## config.mk

```make
export PLATFORM = sky130hd
export DESIGN_NAME = gyro_bias_calibrator
export DESIGN_NICKNAME = d
export VERILOG_FILES = /design/src/rtl/gbc_pkg.sv /design/src/rtl/gbc_fifo.sv /design/src/rtl/gbc_front.sv /design/src/rtl/gbc_back.sv /design/src/rtl/gyro_bias_calibrator.sv
export SDC_FILE = /design/constraint.sdc
export NUM_CORES = 2
export LEC_CHECK = 0
export BUFFER_PORTS_ARGS = -buffer_cell sky130_fd_sc_hd__buf_2
export CORE_UTILIZATION = 31
export CTS_CLUSTER_DIAMETER = 40
export DETAILED_ROUTE_END_ITERATION = 10
export PLACE_DENSITY_LB_ADDON = 0.1
export SLEW_MARGIN = 20
export SYNTH_ARGS = -nofsm -noshare
export SYNTH_HDL_FRONTEND = slang
export SYNTH_SLANG_ARGS = --single-unit
```

## constraint.sdc

```tcl
create_clock -name clk -period 11.48 [get_ports clk]
set_clock_uncertainty 0.2 [all_clocks]
set_input_delay 1.148 -clock clk [delete_from_list [all_inputs] [get_ports clk]]
set_output_delay 1.148 -clock clk [all_outputs]
set_load 0.02 [all_outputs]
```

## src/rtl/gbc_pkg.sv

```systemverilog
package gbc_pkg;

  localparam int RAW_W    = 16;
  localparam int GAIN_W   = 16;
  localparam int RATE_W   = 32;
  localparam int PROD_W   = RAW_W + GAIN_W + 1;
  localparam int SUM_W    = 36;
  localparam int STAMP_W  = 63;
  localparam int CNT_W    = 4;
  localparam int LIMIT_W  = 31;
  localparam int CFG_IDX_W  = 3;
  localparam int CFG_DATA_W = 31;
  localparam int NUM_AXES = 3;

  localparam logic [1:0] ACT_SAMPLE  = 2'd0;
  localparam logic [1:0] ACT_SYNC    = 2'd1;
  localparam logic [1:0] ACT_RESTART = 2'd2;

  localparam logic [1:0] AXIS_X = 2'd0;
  localparam logic [1:0] AXIS_Y = 2'd1;
  localparam logic [1:0] AXIS_Z = 2'd2;

  localparam logic [CFG_IDX_W-1:0] REG_ENABLE     = 3'd0;
  localparam logic [CFG_IDX_W-1:0] REG_GAIN_ROLL  = 3'd1;
  localparam logic [CFG_IDX_W-1:0] REG_GAIN_PITCH = 3'd2;
  localparam logic [CFG_IDX_W-1:0] REG_GAIN_YAW   = 3'd3;
  localparam logic [CFG_IDX_W-1:0] REG_BIAS_LIMIT = 3'd4;

  localparam logic [GAIN_W-1:0]  GAIN_RESET  = 16'd20500;
  localparam logic [LIMIT_W-1:0] LIMIT_RESET = 31'd8388608;

  typedef enum logic [1:0] {
    CMD_SAMPLE,
    CMD_SYNC,
    CMD_RESTART
  } cmd_kind_t;

  typedef struct packed {
    cmd_kind_t                 kind;
    logic [1:0]                axis;
    logic signed [RAW_W-1:0]   raw;
    logic                      moving;
    logic [STAMP_W-1:0]        stamp;
  } cmd_t;

  typedef struct packed {
    logic                enable;
    logic [GAIN_W-1:0]   gain_x;
    logic [GAIN_W-1:0]   gain_y;
    logic [GAIN_W-1:0]   gain_z;
    logic [LIMIT_W-1:0]  bias_limit;
  } cfg_t;

  typedef enum logic [2:0] {
    ST_IDLE,
    ST_SCALE,
    ST_SYNC,
    ST_DIV,
    ST_CHECK,
    ST_EMIT
  } back_state_t;

endpackage

```

## src/rtl/gbc_fifo.sv

```systemverilog
module gbc_fifo #(
  parameter int WIDTH = 8,
  parameter int DEPTH = 2
) (
  input  logic             clk,
  input  logic             rst_n,
  input  logic             push,
  input  logic [WIDTH-1:0] push_data,
  output logic             full,
  input  logic             pop,
  output logic [WIDTH-1:0] pop_data,
  output logic             empty
);

  localparam int AW = (DEPTH > 1) ? $clog2(DEPTH) : 1;
  localparam int CW = $clog2(DEPTH + 1);

  logic [WIDTH-1:0] mem_r [DEPTH];
  logic [AW-1:0]    wr_ptr_r;
  logic [AW-1:0]    rd_ptr_r;
  logic [CW-1:0]    count_r;
  logic             do_push;
  logic             do_pop;

  assign full     = (count_r == CW'(DEPTH));
  assign empty    = (count_r == '0);
  assign do_push  = push && !full;
  assign do_pop   = pop && !empty;
  assign pop_data = mem_r[rd_ptr_r];

  always_ff @(posedge clk) begin
    if (do_push) begin
      mem_r[wr_ptr_r] <= push_data;
    end
  end

  always_ff @(posedge clk) begin
    if (!rst_n) begin
      wr_ptr_r <= '0;
      rd_ptr_r <= '0;
      count_r  <= '0;
    end else begin
      if (do_push) begin
        wr_ptr_r <= (wr_ptr_r == AW'(DEPTH - 1)) ? '0 : wr_ptr_r + AW'(1);
      end
      if (do_pop) begin
        rd_ptr_r <= (rd_ptr_r == AW'(DEPTH - 1)) ? '0 : rd_ptr_r + AW'(1);
      end
      if (do_push && !do_pop) begin
        count_r <= count_r + CW'(1);
      end else if (do_pop && !do_push) begin
        count_r <= count_r - CW'(1);
      end
    end
  end

endmodule

```

## src/rtl/gbc_front.sv

```systemverilog
module gbc_front (
  input  logic                          in_valid,
  output logic                          in_stall,
  input  logic [1:0]                    in_action,
  input  logic [1:0]                    in_axis,
  input  logic signed [gbc_pkg::RAW_W-1:0] in_raw_value,
  input  logic                          in_moving,
  input  logic [gbc_pkg::STAMP_W-1:0]   in_stamp,
  input  logic                          q_full,
  output logic                          q_push,
  output gbc_pkg::cmd_t                 q_cmd
);

  import gbc_pkg::*;

  logic keep;

  assign in_stall = q_full;

  always_comb begin
    keep        = 1'b0;
    q_cmd.kind  = CMD_SAMPLE;
    q_cmd.axis  = in_axis;
    q_cmd.raw   = in_raw_value;
    q_cmd.moving = in_moving;
    q_cmd.stamp = in_stamp;
    case (in_action)
      ACT_SAMPLE: begin
        q_cmd.kind = CMD_SAMPLE;
        keep = (in_axis == AXIS_X) || (in_axis == AXIS_Y) || (in_axis == AXIS_Z);
      end
      ACT_SYNC: begin
        q_cmd.kind = CMD_SYNC;
        keep = 1'b1;
      end
      ACT_RESTART: begin
        q_cmd.kind = CMD_RESTART;
        keep = 1'b1;
      end
      default: begin
        keep = 1'b0;
      end
    endcase
  end

  assign q_push = in_valid && !q_full && keep;

endmodule

```

## src/rtl/gbc_back.sv

```systemverilog
module gbc_back #(
  parameter int CAL_SAMPLES = 10
) (
  input  logic                           clk,
  input  logic                           rst_n,
  input  gbc_pkg::cfg_t                  cfg,
  input  logic                           q_empty,
  input  gbc_pkg::cmd_t                  q_cmd,
  output logic                           q_pop,
  output logic                           out_valid,
  input  logic                           out_stall,
  output logic signed [gbc_pkg::RATE_W-1:0] out_rate_x,
  output logic signed [gbc_pkg::RATE_W-1:0] out_rate_y,
  output logic signed [gbc_pkg::RATE_W-1:0] out_rate_z,
  output logic [gbc_pkg::STAMP_W-1:0]    out_stamp,
  output logic                           out_is_calibrated
);

  import gbc_pkg::*;

  localparam int DIG_W    = 12;
  localparam int NUM_DIG  = SUM_W / DIG_W;
  localparam int DIV_W    = CNT_W + DIG_W;
  localparam int RECIP_SH = DIV_W + CNT_W;
  localparam int RECIP_W  = RECIP_SH + 1;
  localparam int STEP_W   = $clog2(NUM_DIG);
  localparam logic [CNT_W-1:0] CAL_N = CNT_W'(CAL_SAMPLES);
  localparam logic [RECIP_W-1:0] RECIP =
    RECIP_W'((2 ** RECIP_SH + CAL_SAMPLES - 1) / CAL_SAMPLES);

  back_state_t               state_r, state_nxt;
  logic signed [PROD_W-1:0]  prod_r, prod_nxt;
  logic [1:0]                axis_r, axis_nxt;
  logic signed [RATE_W-1:0]  held_r [NUM_AXES];
  logic signed [RATE_W-1:0]  held_nxt [NUM_AXES];
  logic signed [SUM_W-1:0]   sum_r [NUM_AXES];
  logic signed [SUM_W-1:0]   sum_nxt [NUM_AXES];
  logic [SUM_W-1:0]          dvd_r [NUM_AXES];
  logic [SUM_W-1:0]          dvd_nxt [NUM_AXES];
  logic [CNT_W-1:0]          rem_r [NUM_AXES];
  logic [CNT_W-1:0]          rem_nxt [NUM_AXES];
  logic [STEP_W-1:0]         step_r, step_nxt;
  logic [CNT_W-1:0]          count_r, count_nxt;
  logic                      cal_r, cal_nxt;
  logic [STAMP_W-1:0]        stamp_r, stamp_nxt;
  logic                      emit_r, emit_nxt;
  logic                      out_valid_r, out_valid_nxt;
  logic signed [RATE_W-1:0]  out_x_r, out_x_nxt;
  logic signed [RATE_W-1:0]  out_y_r, out_y_nxt;
  logic signed [RATE_W-1:0]  out_z_r, out_z_nxt;
  logic [STAMP_W-1:0]        out_stamp_r, out_stamp_nxt;
  logic                      out_cal_r, out_cal_nxt;

  logic [GAIN_W-1:0]         gain_sel;
  logic signed [SUM_W:0]     acc;
  logic signed [RATE_W-1:0]  sat;
  logic [SUM_W-1:0]          mag [NUM_AXES];
  logic [DIV_W-1:0]          div_in [NUM_AXES];
  logic [DIV_W+RECIP_W-1:0]  div_prod [NUM_AXES];
  logic [DIG_W-1:0]          div_q [NUM_AXES];
  logic [DIV_W-1:0]          div_qn [NUM_AXES];
  logic [NUM_AXES-1:0]       over;
  logic                      out_free;

  assign out_valid         = out_valid_r;
  assign out_rate_x        = out_x_r;
  assign out_rate_y        = out_y_r;
  assign out_rate_z        = out_z_r;
  assign out_stamp         = out_stamp_r;
  assign out_is_calibrated = out_cal_r;
  assign out_free          = !out_valid_r || !out_stall;

  always_comb begin
    case (q_cmd.axis)
      AXIS_X:  gain_sel = cfg.gain_x;
      AXIS_Y:  gain_sel = cfg.gain_y;
      default: gain_sel = cfg.gain_z;
    endcase
  end

  // Offset add in 37 bits, then clamp to the signed 32-bit range.
  always_comb begin
    acc = {{(SUM_W + 1 - PROD_W){prod_r[PROD_W-1]}}, prod_r}
        + (cal_r ? {sum_r[axis_r][SUM_W-1], sum_r[axis_r]} : '0);
    if (acc[SUM_W:RATE_W-1] == '0 || acc[SUM_W:RATE_W-1] == '1) begin
      sat = acc[RATE_W-1:0];
    end else if (acc[SUM_W]) begin
      sat = {1'b1, {(RATE_W - 1){1'b0}}};
    end else begin
      sat = {1'b0, {(RATE_W - 1){1'b1}}};
    end
  end

  always_comb begin
    for (int i = 0; i < NUM_AXES; i++) begin
      mag[i]      = sum_r[i][SUM_W-1] ? SUM_W'(-sum_r[i]) : SUM_W'(sum_r[i]);
      div_in[i]   = {rem_r[i], dvd_r[i][SUM_W-1 -: DIG_W]};
      div_prod[i] = div_in[i] * RECIP;
      div_q[i]    = div_prod[i][RECIP_SH +: DIG_W];
      div_qn[i]   = {{CNT_W{1'b0}}, div_q[i]} * {{DIG_W{1'b0}}, CAL_N};
      over[i]     = dvd_r[i] > {{(SUM_W - LIMIT_W){1'b0}}, cfg.bias_limit};
    end
  end

  always_comb begin
    state_nxt     = state_r;
    prod_nxt      = prod_r;
    axis_nxt      = axis_r;
    held_nxt      = held_r;
    sum_nxt       = sum_r;
    dvd_nxt       = dvd_r;
    rem_nxt       = rem_r;
    step_nxt      = step_r;
    count_nxt     = count_r;
    cal_nxt       = cal_r;
    stamp_nxt     = stamp_r;
    emit_nxt      = emit_r;
    out_valid_nxt = out_valid_r && out_stall;
    out_x_nxt     = out_x_r;
    out_y_nxt     = out_y_r;
    out_z_nxt     = out_z_r;
    out_stamp_nxt = out_stamp_r;
    out_cal_nxt   = out_cal_r;
    q_pop         = 1'b0;

    case (state_r)
      ST_IDLE: begin
        if (!q_empty) begin
          q_pop = 1'b1;
          case (q_cmd.kind)
            CMD_SAMPLE: begin
              prod_nxt  = $signed(q_cmd.raw) * $signed({1'b0, gain_sel});
              axis_nxt  = q_cmd.axis;
              state_nxt = ST_SCALE;
            end
            CMD_SYNC: begin
              stamp_nxt = q_cmd.stamp;
              emit_nxt  = cfg.enable;
              if (!cal_r && !q_cmd.moving && count_r < CAL_N) begin
                for (int i = 0; i < NUM_AXES; i++) begin
                  sum_nxt[i] = sum_r[i] + {{(SUM_W - RATE_W){held_r[i][RATE_W-1]}}, held_r[i]};
                end
                count_nxt = count_r + CNT_W'(1);
              end
              state_nxt = ST_SYNC;
            end
            CMD_RESTART: begin
              for (int i = 0; i < NUM_AXES; i++) begin
                sum_nxt[i] = '0;
              end
              count_nxt = '0;
              cal_nxt   = 1'b0;
            end
            default: begin
            end
          endcase
        end
      end
      ST_SCALE: begin
        held_nxt[axis_r] = sat;
        state_nxt = ST_IDLE;
      end
      ST_SYNC: begin
        if (!cal_r && count_r == CAL_N) begin
          for (int i = 0; i < NUM_AXES; i++) begin
            dvd_nxt[i] = mag[i];
            rem_nxt[i] = '0;
          end
          step_nxt  = '0;
          state_nxt = ST_DIV;
        end else if (!emit_r) begin
          state_nxt = ST_IDLE;
        end else if (out_free) begin
          out_valid_nxt = 1'b1;
          out_x_nxt     = held_r[0];
          out_y_nxt     = held_r[1];
          out_z_nxt     = held_r[2];
          out_stamp_nxt = stamp_r;
          out_cal_nxt   = cal_r;
          state_nxt     = ST_IDLE;
        end else begin
          state_nxt = ST_EMIT;
        end
      end
      ST_DIV: begin
        // Twelve quotient bits per lane per cycle, from a multiply by the reciprocal of the
        // sample count.
        for (int i = 0; i < NUM_AXES; i++) begin
          rem_nxt[i] = CNT_W'(div_in[i] - div_qn[i]);
          dvd_nxt[i] = {dvd_r[i][SUM_W-DIG_W-1:0], div_q[i]};
        end
        step_nxt = step_r + STEP_W'(1);
        if (step_r == STEP_W'(NUM_DIG - 1)) begin
          state_nxt = ST_CHECK;
        end
      end
      ST_CHECK: begin
        if (|over) begin
          for (int i = 0; i < NUM_AXES; i++) begin
            sum_nxt[i] = '0;
          end
          count_nxt = '0;
          cal_nxt   = 1'b0;
        end else begin
          for (int i = 0; i < NUM_AXES; i++) begin
            sum_nxt[i] = sum_r[i][SUM_W-1] ? $signed(dvd_r[i]) : $signed(SUM_W'(-dvd_r[i]));
          end
          cal_nxt = 1'b1;
        end
        state_nxt = ST_EMIT;
      end
      ST_EMIT: begin
        if (!emit_r) begin
          state_nxt = ST_IDLE;
        end else if (out_free) begin
          out_valid_nxt = 1'b1;
          out_x_nxt     = held_r[0];
          out_y_nxt     = held_r[1];
          out_z_nxt     = held_r[2];
          out_stamp_nxt = stamp_r;
          out_cal_nxt   = cal_r;
          state_nxt     = ST_IDLE;
        end
      end
      default: begin
        state_nxt = ST_IDLE;
      end
    endcase
  end

  always_ff @(posedge clk) begin
    prod_r      <= prod_nxt;
    axis_r      <= axis_nxt;
    dvd_r       <= dvd_nxt;
    rem_r       <= rem_nxt;
    step_r      <= step_nxt;
    stamp_r     <= stamp_nxt;
    emit_r      <= emit_nxt;
    out_x_r     <= out_x_nxt;
    out_y_r     <= out_y_nxt;
    out_z_r     <= out_z_nxt;
    out_stamp_r <= out_stamp_nxt;
    out_cal_r   <= out_cal_nxt;
  end

  always_ff @(posedge clk) begin
    if (!rst_n) begin
      state_r     <= ST_IDLE;
      count_r     <= '0;
      cal_r       <= 1'b0;
      out_valid_r <= 1'b0;
      for (int i = 0; i < NUM_AXES; i++) begin
        held_r[i] <= '0;
        sum_r[i]  <= '0;
      end
    end else begin
      state_r     <= state_nxt;
      count_r     <= count_nxt;
      cal_r       <= cal_nxt;
      out_valid_r <= out_valid_nxt;
      held_r      <= held_nxt;
      sum_r       <= sum_nxt;
    end
  end

endmodule

```

## src/rtl/gyro_bias_calibrator.sv

```systemverilog
// Gyro bias calibrator. Samples, sync events and restarts enter a small command queue and are
// carried out in order by the back end. A sample is a gain multiply, then an offset add with
// saturation; the back end takes no new command until it is through with the last one. The
// sync that completes a calibration set divides the 36-bit sums by the sample count twelve
// bits a cycle and then checks the offsets against the limit before its word is sent; the
// queue stalls the input once it fills meanwhile. A result waits in the output register
// without blocking later samples. Rates are Q7.24 rad/s; stamps pass through unchanged.
module gyro_bias_calibrator #(
  parameter int CAL_SAMPLES = 10,
  parameter int QUEUE_DEPTH = 2
) (
  input  logic                              clk,
  input  logic                              rst_n,
  input  logic                              in_valid,
  output logic                              in_stall,
  input  logic [1:0]                        in_action,
  input  logic [1:0]                        in_axis,
  input  logic signed [gbc_pkg::RAW_W-1:0]  in_raw_value,
  input  logic                              in_moving,
  input  logic [gbc_pkg::STAMP_W-1:0]       in_stamp,
  output logic                              out_valid,
  input  logic                              out_stall,
  output logic signed [gbc_pkg::RATE_W-1:0] out_rate_x,
  output logic signed [gbc_pkg::RATE_W-1:0] out_rate_y,
  output logic signed [gbc_pkg::RATE_W-1:0] out_rate_z,
  output logic [gbc_pkg::STAMP_W-1:0]       out_stamp,
  output logic                              out_is_calibrated,
  input  logic                              cfg_we,
  input  logic [gbc_pkg::CFG_IDX_W-1:0]     cfg_index,
  input  logic [gbc_pkg::CFG_DATA_W-1:0]    cfg_data
);

  import gbc_pkg::*;

  cfg_t               cfg_r;
  logic               q_full;
  logic               q_push;
  cmd_t               push_cmd;
  logic               q_empty;
  logic               q_pop;
  logic [$bits(cmd_t)-1:0] pop_bits;
  cmd_t               pop_cmd;

  always_ff @(posedge clk) begin
    if (!rst_n) begin
      cfg_r.enable     <= 1'b0;
      cfg_r.gain_x     <= GAIN_RESET;
      cfg_r.gain_y     <= GAIN_RESET;
      cfg_r.gain_z     <= GAIN_RESET;
      cfg_r.bias_limit <= LIMIT_RESET;
    end else if (cfg_we) begin
      case (cfg_index)
        REG_ENABLE:     cfg_r.enable     <= cfg_data[0];
        REG_GAIN_ROLL:  cfg_r.gain_x     <= cfg_data[GAIN_W-1:0];
        REG_GAIN_PITCH: cfg_r.gain_y     <= cfg_data[GAIN_W-1:0];
        REG_GAIN_YAW:   cfg_r.gain_z     <= cfg_data[GAIN_W-1:0];
        REG_BIAS_LIMIT: cfg_r.bias_limit <= cfg_data[LIMIT_W-1:0];
        default: begin
        end
      endcase
    end
  end

  gbc_front u_front (
    .in_valid     (in_valid),
    .in_stall     (in_stall),
    .in_action    (in_action),
    .in_axis      (in_axis),
    .in_raw_value (in_raw_value),
    .in_moving    (in_moving),
    .in_stamp     (in_stamp),
    .q_full       (q_full),
    .q_push       (q_push),
    .q_cmd        (push_cmd)
  );

  gbc_fifo #(
    .WIDTH ($bits(cmd_t)),
    .DEPTH (QUEUE_DEPTH)
  ) u_queue (
    .clk       (clk),
    .rst_n     (rst_n),
    .push      (q_push),
    .push_data (push_cmd),
    .full      (q_full),
    .pop       (q_pop),
    .pop_data  (pop_bits),
    .empty     (q_empty)
  );

  assign pop_cmd = cmd_t'(pop_bits);

  gbc_back #(
    .CAL_SAMPLES (CAL_SAMPLES)
  ) u_back (
    .clk               (clk),
    .rst_n             (rst_n),
    .cfg               (cfg_r),
    .q_empty           (q_empty),
    .q_cmd             (pop_cmd),
    .q_pop             (q_pop),
    .out_valid         (out_valid),
    .out_stall         (out_stall),
    .out_rate_x        (out_rate_x),
    .out_rate_y        (out_rate_y),
    .out_rate_z        (out_rate_z),
    .out_stamp         (out_stamp),
    .out_is_calibrated (out_is_calibrated)
  );

endmodule
```

After elaboration in Yosys (flattened, before gate mapping)
Memory sizes are Yosys's and may differ from the RTL's. A register that Yosys moved wholly into a read port is not among the register bits.
Index checks and enable logic that the tools add are counted.
{"block": "word_totals", "out_inout_bits": 162, "inputBits": 123, "ff_bits": 678, "n_memories": 1, "mem_bits_rw": 168, "wordCells": 230}
{"block": "classes", "n_lt_le_gt_ge": 6, "muxes": 81, "n_addsub": 19, "reduce_logical": 50, "bitwise": 2, "multipliers": 7, "n_eq_ne": 30}
{"name": "u_queue.mem_r", "words": 2, "word_bits": 84, "rd": 1, "rd_ports_with_merged_regs": 1, "wr": 1, "line": "gbc_fifo.sv:18", "rtl": "logic [WIDTH-1:0] mem_r [DEPTH];"}
{"cell": "$pmux 108 s2", "n": 3}
{"cell": "$mux 108", "n": 4}
{"cell": "$mux 32", "n": 12}
{"cell": "$mux 36", "n": 8}
{"cell": "$neg 36->36", "n": 6}
{"cell": "$pmux 32 s2", "n": 3}
{"cell": "$mux 63", "n": 3}
{"cell": "$pmux 63 s2", "n": 1}
{"cell": "$add 36x36->36", "n": 3}
{"cell": "$gt 36x31->1", "n": 3}
{"cell": "$bwmux 96", "n": 1}
{"cell": "$mul 16x16->31 const B", "n": 3}
{"cell": "$bmux 36 s2", "n": 1}
{"cell": "$demux 32 s2", "n": 1}
{"cell": "$add 37x37->37", "n": 1}
{"cell": "$mux 37", "n": 1}
{"cell": "$mul 12x3->3 const B", "n": 3}
{"cell": "$mul 16x17->33", "n": 1}
{"cell": "$pmux 16 s2", "n": 1}
{"cell": "$pmux 12 s2", "n": 1}
{"cell": "$mux 3", "n": 7}
{"cell": "$mux 1", "n": 17}
{"cell": "$pmux 4 s2", "n": 2}
{"cell": "$pmux 3 s5", "n": 1}
{"cell": "40 further kinds", "n": 108}

Logic depth before layout (Yosys ltp)
{"block": "depth", "ltp_word": 10, "ltp_mapped": 30, "mapped_depth_nobuf": 28}

Modules after synthesis
From an unflattened synthesis, not the netlist that was laid out.
{"block": "hier_totals", "cells_unflattened": 6798, "hier_area_um2": 68064.0}
{"module": "gbc_back", "instances": 1, "area_per_inst_um2": 57970.6, "cells_each": 6115, "seq_area_each_um2": 15705.1}
{"module": "gbc_fifo", "instances": 1, "area_per_inst_um2": 6309.8, "cells_each": 286, "seq_area_each_um2": 5144.9}
{"module": "gyro_bias_calibrator", "instances": 1, "area_per_inst_um2": 3081.7, "cells_each": 305, "seq_area_each_um2": 1601.5}
{"module": "gbc_front", "instances": 1, "area_per_inst_um2": 701.9, "cells_each": 92, "seq_area_each_um2": 0.0}

Worst setup path before layout
No wires, ideal clock.
{"block": "synth_path", "path_kind": "flip-flop to flip-flop", "from": "register u_back.count_r[0]", "to": "register u_back.out_cal_r (netlist: u_back.out_is_calibrated), enable pin", "path_slack_ns": 1.720, "stages_incl_launch_ff": 7, "n_path_buf": 0, "arrival_time_ns": 8.827, "synth_period_minus_slack_ns": 9.760, "path_cell_list": "dfxtp_1 > inv_1 > ha_1 > nor4bb_1 > nor4b_1 > o21ai_0 > a21oi_1"}
{"block": "synth_between", "elab_chain_cells": 4}
{"item": "start, declared", "line": "gbc_back.sv:43", "rtl": "logic [CNT_W-1:0] count_r, count_nxt;"}
{"item": "start signal, assigned", "line": "gbc_back.sv:258", "rtl": "count_r <= count_nxt;"}
{"item": "$eq 4x4->1", "line": "gbc_back.sv:164", "rtl": "if (!cal_r && count_r == CAL_N) begin"}
{"item": "$logic_and 1x1->1", "line": "gbc_back.sv:164"}
{"item": "$ne 2x2->1 (no source line)"}
{"item": "$reduce_and 2->1 (no source line)"}
{"item": "end signal, assigned", "line": "gbc_back.sv:243", "rtl": "out_cal_r <= out_cal_nxt;"}
{"item": "end, declared", "line": "gbc_back.sv:52", "rtl": "logic out_cal_r, out_cal_nxt;"}
No other way between the ends.
A chain may end at the register's enable or synchronous reset.

==> metrics.txt <==
Combinational Power Share 59.7%; Hold Vio Cnt, Final 0; final wirelength 244,000 um; Net Sw Power 11.0 mW; # H-tree levels 4; hpwl dp 192,000 um; CP peak stage delay 0.87 ns; Clk Latency, worst-skew pair 0.83 ns; Clk pin slew, worst setup/hold paths 0.05 ns; Final Slew Violations 0; Syn Area/Cell 9.82 um^2; num rows 170; DIE WIDTH 467 um; hold slack 0.212 ns; CP top delay family adder cells; Global Route Usage Sum 22.2%; CP Data Required Time 11.81 ns; sequential share of the synthesized area 33.5%; Setup CP Type register to register; M3 GR Usage 3.50%; Resized cells post-CTS 0; core area 0.215 mm^2; gr ovfl total 0; highest clock rate 106 MHz; IO Port Bufs 284; relative slew slack 15.6%; number of synthesized flops with an enable pin 549; Clock Power Share 19.6%; share of Yosys cell area claimed by the top area cell type 24.6%; TritonCTS clock tree yes; Initial Util 31.2%; hold crit path type register to register; outcome completed; total setup buffers inserted after CTS 0; Worst setup EP type register; CTS Buf Count 156; Final Cycle Share 81.9%; Longest Clk Path Bufs 3; Max IR drop VDD 0.811 mV; M1 GR Usage 28.0%; # clock sinks 847; Synth top cells by count inv_1 (855), ha_1 (786), nand2_1 (550); Ports 285; Die Footprint 0.218 mm^2; Netlist cell types 84; area grow syn2layout 15.4%; hold bufs inserted after CTS 0; initial antenna violation count 23; startpoint types register; count of state elements after synthesis 847; Post-Synthesis Cells 6,831; layout cells sized above 1 10.9%; yosys warns 0; Arrival @ worst endpoint 9.73 ns; Sw Share 45.3%; Die Ht 467 um; sequential power share 20.7%; CP most frequent cell fa_1; pin count of the biggest net entering global routing 182; Nets 8,458; RSZ-0062 raised after global routing no; Tmin final 9.40 ns; final setup fails 0; Net Count, Synth 8,184; remaining antenna violation count after routing 0; slowest cell on the critical path dfxtp_4; Leak 33.4 nW; wire per inst 24.2 um; Crit Path Max Fanout 51; first-pass GRT wire length 358,000 um; top-count cell post-synth inv_1; Synth area leaders edfxtp_1 (25%), ha_1 (15%), fa_1 (13%); Int Power 13.3 mW; synthesized cell area 0.0671 mm^2; routed vias/inst 5.14; Pre-antenna DRT Iters 6; filler cell count 21.8k; vias in the first global route 53.1k; total number of vias 51.8k; worst-margin pin slew 1.25 ns; ys flop type edfxtp_1; worst-path cell chain mux2i_4 > mux2i_1 > a21oi_1 > nand2_1 > fa_1 > fa_1 > fa_1 > fa_1 > inv_1 > fa_1 > fa_1 > ha_1 > a2111oi_0 > nor3_1 > o41ai_1 > o41ai_1 > a41oi_1 > o21ai_0 > o41ai_1 > xnor2_1; Async SR Flop Fraction 0%; Top Usage Layer GRT met2; drt drc 0; WP buf/inv 1; max cap viols 0; pwr/cell area 314 mW/mm^2; M2 GR Usage 37.5%; initial DRC count 3,327; dominant cell type by area after synthesis edfxtp_1; Root Driver clkbuf_16; TNS Setup 0 ns; routability cong. 0.903
cells in the final DEF (no fill, tap or decap), drive strengths merged, types with 13 or more instances in the layout:
| master | n |
|---|---|
| nor2 | 471 |
| o21a | 35 |
| nand3b | 31 |
| clkinvlp | 13 |
| a31oi | 41 |
| xor2 | 175 |
| a21oi | 475 |
| a211oi | 42 |
| and3 | 32 |
| mux2i | 78 |
| o31ai | 43 |
| or3 | 35 |
| nand4 | 44 |
| o211ai | 25 |
| ha | 786 |
| and2 | 62 |
| nor2b | 34 |
| o41ai | 27 |
| nand3 | 76 |
| buf | 367 |
| bufinv | 13 |
| a21o | 120 |
| or2 | 15 |
| inv | 893 |
| clkinv | 55 |
| mux2 | 80 |
| nand2b | 32 |
| o21ai | 459 |
| nor4 | 24 |
| clkbuf | 172 |
| o21bai | 33 |
| or4 | 30 |
| fa | 444 |
| and4 | 16 |
| edfxtp | 549 |
| a221oi | 84 |
| nand2 | 550 |
| nor3 | 109 |
| dfxtp | 298 |
| xnor2 | 227 |
worst reg2reg max path, delay by kind of cell, from the launching register on:
kind	cells	cell delay, ns
adder cells (fa/ha/maj)	7	3.44
AO/OA/AOI/OAI	7	3.00
multiplexers	2	1.09
flip-flops	1	0.87
XOR/XNOR	1	0.15
buffers and inverters	1	0.05
AND/OR/NAND/NOR	2	0.33
per-stage QoR:
stage	std cells	total power, mW	setup WS (ns)	utilization [%]	instance area (um^2)
finish	10100	24.3	2.08	36.0	77400
global route	10100	26.5	1.48	36.0	77400
CTS	10100	24.7	2.03	36.0	77400
detailed placement	9785	19.8	2.04	33.5	72000
global placement	9785	19.7	2.16	33.5	72000
floorplan	6831	15.5	1.72	-	67100
power groups by stage:
stage               logic (mW)  clock network, mW  registers, mW
detailed placement        14.7                  0           5.08
global placement          14.7                  0           5.08
floorplan                 10.8                  0           4.69
CTS                       14.8               4.86           5.02
global route              16.5               4.99           5.05
finish                    14.5               4.76           5.03
layer usage:
layer / part of all wire [%] / wire [um]
met5: 0.041 / 99
met4: 4.3 / 10500
met3: 4.9 / 12000
met2: 48 / 117000
met1: 43 / 104000
state kept, by name, indices dropped and copies added, names as in the netlist, named ones only:
name,count
u_back.out_valid,1
u_back.emit_r,1
u_back.cal_r,1
u_back.dvd_r,72
u_back.out_rate_z,32
u_queue.mem_r,168
u_back.out_stamp,63
u_back.out_rate_x,32
u_back.count_r,4
u_back.div_in,48
u_back.step_r,2
cfg_r,80
u_queue.wr_ptr_r,1
u_queue.rd_ptr_r,1
u_back.sum_r,108
u_back.out_rate_y,32
u_back.out_is_calibrated,1
u_back.stamp_r,63
u_back.held_r,96
u_back.axis_r,2
u_back.state_r,3
u_queue.count_r,2
u_back.prod_r,33
path summary, 6_finish.rpt:
| check | cells after the start | endpoint | slack, ns | start |
|---|---|---|---|---|
| setup / recovery | 20 | u_back.prod_r[32]$_DFFE_PP_ | 2.08 | register |
| hold / removal | 0 | u_back.out_stamp[54]$_DFFE_PP_ | 0.21 | u_back.stamp_r[54]$_DFFE_PP_ |
| setup reg to reg | 20 | u_back.prod_r[32]$_DFFE_PP_ | 2.08 | register |
| hold reg to reg | 0 | u_back.out_stamp[54]$_DFFE_PP_ | 0.21 | u_back.stamp_r[54]$_DFFE_PP_ |
cell families (layout without fill, tap and decap cells):
logic type | Yosys count | after routing | synth area share (%)
fa+ha+maj | 1230 | 1230 | 27.9
compound gates | 1502 | 1502 | 13.7
other cells | 0 | 5 | 0
simple gates | 1585 | 1585 | 11.0
mux | 158 | 158 | 2.51
buf+inv | 1107 | 1513 | 6.19
flops | 847 | 847 | 33.5
xor+xnor | 402 | 402 | 5.25
area by class of cell:
cell class / instances / area, um^2 / area share, %
Clock inverter: 118 / 1430 / 1.85
Sequential cell: 847 / 22500 / 29.0
Inverter: 856 / 3220 / 4.15
Antenna cell: 5 / 12.5 / 0.0162
Clock buffer: 172 / 4030 / 5.20
Tap cell: 2838 / 3550 / 4.59
Timing Repair Buffer: 367 / 2110 / 2.72
Multi-Input combinational cell: 4877 / 40600 / 52.5
(Power assumes the default switching activity.)
